`config.mk`:
```
export PLATFORM = sky130hd
export DESIGN_NAME = kfti_divider
export DESIGN_NICKNAME = d
export VERILOG_FILES = /design/src/design/kfti_pkg.sv /design/src/design/kfti_divider.sv
export SDC_FILE = /design/constraint.sdc
export NUM_CORES = 1
export LEC_CHECK = 0
export ABC_AREA = 0
export ABC_CLOCK_PERIOD_IN_PS = 9300
export BUFFER_PORTS_ARGS = -buffer_cell sky130_fd_sc_hd__buf_4
export CAP_MARGIN = 5
export CORE_ASPECT_RATIO = 0.5
export CORE_MARGIN = 3
export CORE_UTILIZATION = 35
export CTS_BUF_LIST = sky130_fd_sc_hd__clkbuf_2 sky130_fd_sc_hd__clkbuf_4 sky130_fd_sc_hd__clkbuf_8
export DETAILED_ROUTE_END_ITERATION = 16
export SLEW_MARGIN = 15
export SYNTH_ARGS = -nofsm -noshare
export SYNTH_HDL_FRONTEND = slang
export SYNTH_SLANG_ARGS = --single-unit
```
`constraint.sdc`:
```
create_clock -name clk -period 9.3 [get_ports clk]
set_clock_uncertainty 0.05 [all_clocks]
set_input_delay 1.86 -clock clk [delete_from_list [all_inputs] [get_ports clk]]
set_output_delay 1.86 -clock clk [all_outputs]
set_load 0.02 [all_outputs]
```
`src/design/kfti_pkg.sv`:
```
// kfti_pkg: commands, status codes and shared types of the keyframe table interpolator.
// No dependencies.
package kfti_pkg;
  localparam logic [1:0] CMD_FIND     = 2'd0;
  localparam logic [1:0] CMD_DELETE   = 2'd1;
  localparam logic [1:0] CMD_EVAL     = 2'd2;
  localparam logic [1:0] CMD_RESERVED = 2'd3;

  localparam logic [2:0] ST_INSERTED  = 3'd0;
  localparam logic [2:0] ST_MATCHED   = 3'd1;
  localparam logic [2:0] ST_DELETED   = 3'd2;
  localparam logic [2:0] ST_NOT_FOUND = 3'd3;
  localparam logic [2:0] ST_FULL      = 3'd4;
  localparam logic [2:0] ST_EVALUATED = 3'd5;

  typedef struct packed {
    logic        start;
    logic [63:0] dividend;
    logic [32:0] divisor;
  } div_req_t;

  typedef struct packed {
    logic        done;
    logic [63:0] quotient;
  } div_rsp_t;
endpackage

```
`src/design/kfti_divider.sv`:
```
// kfti_divider: restoring unsigned divider, one quotient bit per cycle.
// Depends on kfti_pkg.
module kfti_divider (
  input  logic                clk,
  input  logic                rst,
  input  kfti_pkg::div_req_t  req,
  output kfti_pkg::div_rsp_t  rsp
);
  logic        busy;
  logic        done;
  logic [6:0]  count;
  logic [63:0] quot;
  logic [32:0] divisor;
  logic [33:0] rem;
  logic [33:0] trial;

  assign trial = {rem[32:0], quot[63]} - {1'b0, divisor};

  always_ff @(posedge clk) begin
    if (rst) begin
      busy <= 1'b0;
      done <= 1'b0;
      count <= '0;
    end else begin
      done <= 1'b0;
      if (req.start) begin
        busy <= 1'b1;
        count <= 7'd0;
        quot <= req.dividend;
        divisor <= req.divisor;
        rem <= '0;
      end else if (busy) begin
        if (!trial[33]) begin
          rem <= trial;
          quot <= {quot[62:0], 1'b1};
        end else begin
          rem <= {rem[32:0], quot[63]};
          quot <= {quot[62:0], 1'b0};
        end
        count <= count + 7'd1;
        if (count == 7'd63) begin
          busy <= 1'b0;
          done <= 1'b1;
        end
      end
    end
  end

  assign rsp = {done, quot};
endmodule

```
After elaboration in Yosys (flattened, before gate mapping). Index checks and enable logic that the tools add are counted.

Bitwise logic cells: 2. Multiplexer cells: 9. Eq/ne operators: 1. Reductions and logical operators: 5. $add $sub $neg: 2.

Operators by type and width (count): 64-bit 2-to-1 mux (2); 33-bit 2-to-1 mux (2); 34-bit by 33-bit subtractor with 34-bit output (1); 7-bit by 1-bit adder with 7-bit output (second input constant) (1); 7-bit by 6-bit equality test with 1-bit output (second input constant) (1); 1-bit 2-to-1 mux (5); 2-bit AND reduction (2); 3-bit OR reduction (1); 1-bit inverter (2); 2-bit nonzero test (1); 2-bit OR reduction (1).

Register bits: 139. Bits of input ports: 100. Word-level logic and storage cells: 25.

Longest topological paths before layout.
Depth in word-level cells: 4. Gate-level depth with buffers: 13. Depth with buffers taken out: 12.

Worst setup path after synthesis. No wires, ideal clock.

Kind: input -> register. From: in req[97] (netlist bit). To: reg quot[0] (enable). Setup slack: 2.114 ns. Cell stages on the path: 4. Path buffers: 2. Data arrival time: 6.581 ns. Data required time: 8.695 ns. Path through: clkbuf_1 > buf_1 > nor2_1 > nor2_1.

Longest elaborated chain between the ends: 2.

RTL lines: from (decl) (line kfti_divider.sv:6) `input kfti_pkg::div_req_t req,`; 2-bit nonzero test (no line); 2-bit AND reduction (no line); to (signal assigned) (line kfti_divider.sv:29) `quot <= req.dividend;`; to (signal assigned) (line kfti_divider.sv:35) `quot <= {quot[62:0], 1'b1};`; to (signal assigned) (line kfti_divider.sv:38) `quot <= {quot[62:0], 1'b0};`; to (decl) (line kfti_divider.sv:12) `logic [63:0] quot;`.

No other way between the ends. A chain may end at the register's enable or synchronous reset.

Worst setup path after layout.
From: in req[97] (netlist bit). To: reg quot[31] (enable).

Same word-level chain as after synthesis.

==> flow_summary.toml <==
[status]
status = "finished clean"

[clock_tree]
numClockSinks = 139
cts_made_buffers = 17
ctsLongestPathBuffers = 2
cts.htree.levels = 4
clk_pin_slew_ns = 0.10
postCtsResizedCells = 0
hold_buffers = 0
cts.repair_timing.setup_buffer_count = 0
insertion_delay_ns = 0.45
clockRootBuffer = "sky130_fd_sc_hd__clkbuf_8"
cts_tree = "done"

[route]
first_pass_iters = 4
ratio_of_routed_vias_to_standard_cells = 4.96
via_count = 5260
route.antenna.remaining_nets = 0
final_wirelength_mm = 17.6
routed_wire_length_per_instance_um = 16.5
drc_errors = 0
drt-initial-drc-count = 346

[grt]
grt_pass1_vias = 5174
grt.overflow.total = 0
globalRouteMet1Util_pct = 21.3
grt_first_pass_wirelength_mm = 27.9
global_route.usage.total_pct = 15.6
global_route.usage.met2_pct = 24.3
grt_max_usage_layer = "met2"
grt.met3_usage_pct = 4.90
antenna_violations_before_repair = 0
pin_count_of_the_biggest_net_entering_global_routing = 79

[synth]
synth_enable_flop_cells = 130
synth-seq-cells = 139
synthDistinctLibCells = 54
postSynth.asyncResetShare_pct = 0
synth.top_cell.area_share_pct = 53.4
post-synth-top-area-cell = "sky130_fd_sc_hd__edfxtp_1"
ys.flop_type = "sky130_fd_sc_hd__edfxtp_1"
seq_area_frac_synth_pct = 55.8
yosysWarnings = 0
syn-mean-instance-area_um2 = 11.8
synth_area_leaders = "sky130_fd_sc_hd__edfxtp_1 (53%), sky130_fd_sc_hd__mux2_2 (9.7%), sky130_fd_sc_hd__ha_1 (5.8%)"
synthesis.nets = 755
yosysMostFrequentCell = "sky130_fd_sc_hd__edfxtp_1"
synth.top_cells.by_count = "sky130_fd_sc_hd__edfxtp_1 (130), sky130_fd_sc_hd__nand2_1 (75), sky130_fd_sc_hd__a21oi_1 (63), sky130_fd_sc_hd__mux2_2 (63), sky130_fd_sc_hd__inv_1 (40)"
synthesis.instances = 620
syn-cell-area_um2 = 7320

[worst_setup_path]
critical_path_depth = 4
crit_family = "buffers and inverters"
regToRegSetupSlack_ns = 5.34
cp-endpoint = "quot[31]"
arrival_ns = 3.99
cp_num_buf_inv = 2
slowest_stage = "sky130_fd_sc_hd__buf_4"
worst_path_most_repeated_cell = "sky130_fd_sc_hd__buf_4"
ff_to_ff_path_depth = 10
critPathRequiredTime_ns = 9.31
timing.critical_path.to_type = "register"
critPathKind = "in2reg"
crit_path_max_incr_delay_ns = 0.84
startpoint_type = "primary input"
critical_path.startpoint = "req[97]"
critical_path.cell_chain = "buf_4 > nor2_1 > nor2_4 > buf_4"
r2r-start = "rem[11]"
path_max_fanout = 78
critical_path.reg2reg.endpoint = "rem[27]"

[sta]
rsz_0062_raised_after_global_routing = "no"
hold_ws_ns = 0.442
timing.final.crit_period_ns = 3.98
timing.final.hold_violations = 0
max_clock_freq_ghz = 0.252
final-setup-viol-count = 0
timing.max_slew.rel_slack_pct = 25.2
max_slew.worst_pin.slew_ns = 1.12
timing.final.crit_share_pct = 42.8
final_max_slew_viol_count = 0
final_critical_path_setup_slack_ns = 5.32
final.setup.tns_ns = 0

[finish]
area_growth_syn_to_layout_pct = 26.6
final_core_utilization_pct = 46.3
antenna_cells = 0
final_layout_size_suffix_gt1_share_pct = 34.2
finalNetCount = 917

[die]
initial_core_util_pct = 36.6
core.rowCount = 36
io_pins = 165
core_area_um2 = 20000
dieWidth_um = 210
die_area_um2 = 22800
die_h_um = 108

[pwr]
leakagePower_uw = 0.00382
vdd_drop_max_v = 0.0000922
sequentialPowerShare_pct = 44.7
comb_power_share_pct = 22.1
p_clk_share_pct = 33.2
p_sw_share_pct = 29.2
total_power_uw = 1710
power.net_switching_uw = 500
cellInternalPower_uw = 1210
p_per_area_nw_per_um2 = 185

[place]
gp_routability_congestion = 0.854
place_worst_setup_slack_ns = 4.82
placement.io_buffers = 164
hpwl_mm = 12.4

[job]
maxCapViolations = 0

[min_path]
timing.hold.worst.class = "reg2reg"
[power by group through the flow]
stage	clock, uW	sequential (uW)	combinational, uW
2_1_floorplan	0	798	240
3_3_place_gp	0	779	376
3_5_place_dp	0	779	378
4_1_cts	585	766	381
5_1_grt	611	771	422
6_report	568	766	379
[metrics by stage]
stage / std cells / cell area (um^2)
after global routing: 1061 / 9260
after floorplan: 620 / 7320
after global placement: 1029 / 8820
after CTS: 1061 / 9260
after detailed placement: 1029 / 8820
final: 1061 / 9260
[worst min-delay path by stage]
stage                         from        to  slack [ns]  cells after the start
after floorplan           count[6]  count[6]        0.40                      2
after global placement    count[6]  count[6]        0.41                      2
after detailed placement  count[6]  count[6]        0.43                      2
after CTS                 count[6]  count[6]        0.44                      2
after global routing      count[6]  count[6]        0.46                      2
final                     count[5]  count[5]        0.44                      2
[metal layers]
layer	up-vias	share of wire (%)
li1	2612	-
met1	2516	48
met2	117	45
met3	15	6.2
met4	0	1.0
met5	-	0
[kinds of logic after synthesis]
logic type / count (synthesis) / synth area share (%)
DFF: 139 / 55.8
buffers and inverters: 65 / 3.54
AOI/OAI and AO/OA: 132 / 11.1
adders and majority gates: 35 / 6.09
xor gates and xnor gates: 27 / 3.23
muxes: 65 / 9.97
and+or+nand+nor: 157 / 10.2
[worst register-to-register path: stages, from the launching register on]
cell	delay (ns)
sky130_fd_sc_hd__edfxtp_1	0.42
sky130_fd_sc_hd__ha_1	0.40
sky130_fd_sc_hd__a211oi_2	0.24
sky130_fd_sc_hd__a32oi_1	0.18
sky130_fd_sc_hd__and3_1	0.24
sky130_fd_sc_hd__a31o_1	0.27
sky130_fd_sc_hd__o41ai_1	0.48
sky130_fd_sc_hd__or2_1	0.63
sky130_fd_sc_hd__buf_4	0.37
sky130_fd_sc_hd__a2111oi_0	0.11
sky130_fd_sc_hd__a311o_1	0.33
[cells in the final DEF, fill, tap and decap left out, types with 4 or more instances in the layout]
cell | synthesis | routed
sky130_fd_sc_hd__a21oi_1 | 63 | 63
sky130_fd_sc_hd__o21ai_0 | 17 | 17
sky130_fd_sc_hd__edfxtp_1 | 130 | 130
sky130_fd_sc_hd__xor2_1 | 13 | 13
sky130_fd_sc_hd__dfxtp_1 | 9 | 9
sky130_fd_sc_hd__or3_1 | 6 | 6
sky130_fd_sc_hd__xnor2_1 | 14 | 14
sky130_fd_sc_hd__clkinv_4 | 0 | 4
sky130_fd_sc_hd__and3_1 | 9 | 9
sky130_fd_sc_hd__buf_4 | 1 | 168
sky130_fd_sc_hd__mux2_2 | 63 | 63
sky130_fd_sc_hd__clkbuf_8 | 0 | 17
sky130_fd_sc_hd__ha_1 | 34 | 34
sky130_fd_sc_hd__nand2b_1 | 9 | 9
sky130_fd_sc_hd__o211ai_1 | 4 | 4
sky130_fd_sc_hd__a21o_1 | 16 | 16
sky130_fd_sc_hd__bufinv_16 | 0 | 4
sky130_fd_sc_hd__inv_1 | 40 | 40
sky130_fd_sc_hd__nand2_1 | 75 | 75
sky130_fd_sc_hd__nor2_1 | 20 | 18
sky130_fd_sc_hd__o21bai_1 | 6 | 6
sky130_fd_sc_hd__inv_6 | 0 | 4
sky130_fd_sc_hd__nand3_1 | 10 | 10
sky130_fd_sc_hd__nand4_1 | 9 | 9
[flip-flops by register name (all words and copies together) (netlist names)]
name	cells
done	1
quot	64
busy	1
count	7
rem	33
divisor	33
[layout make-up]
class | count | area (um^2)
multi-input combinational | 416 | 2990
sequential | 139 | 4080
fill | 1917 | 10700
tap | 266 | 333
clock buffer | 18 | 241
clock inverter | 14 | 206
inverter | 40 | 150
timing repair buffer | 168 | 1260
(Power assumes the default switching activity.)
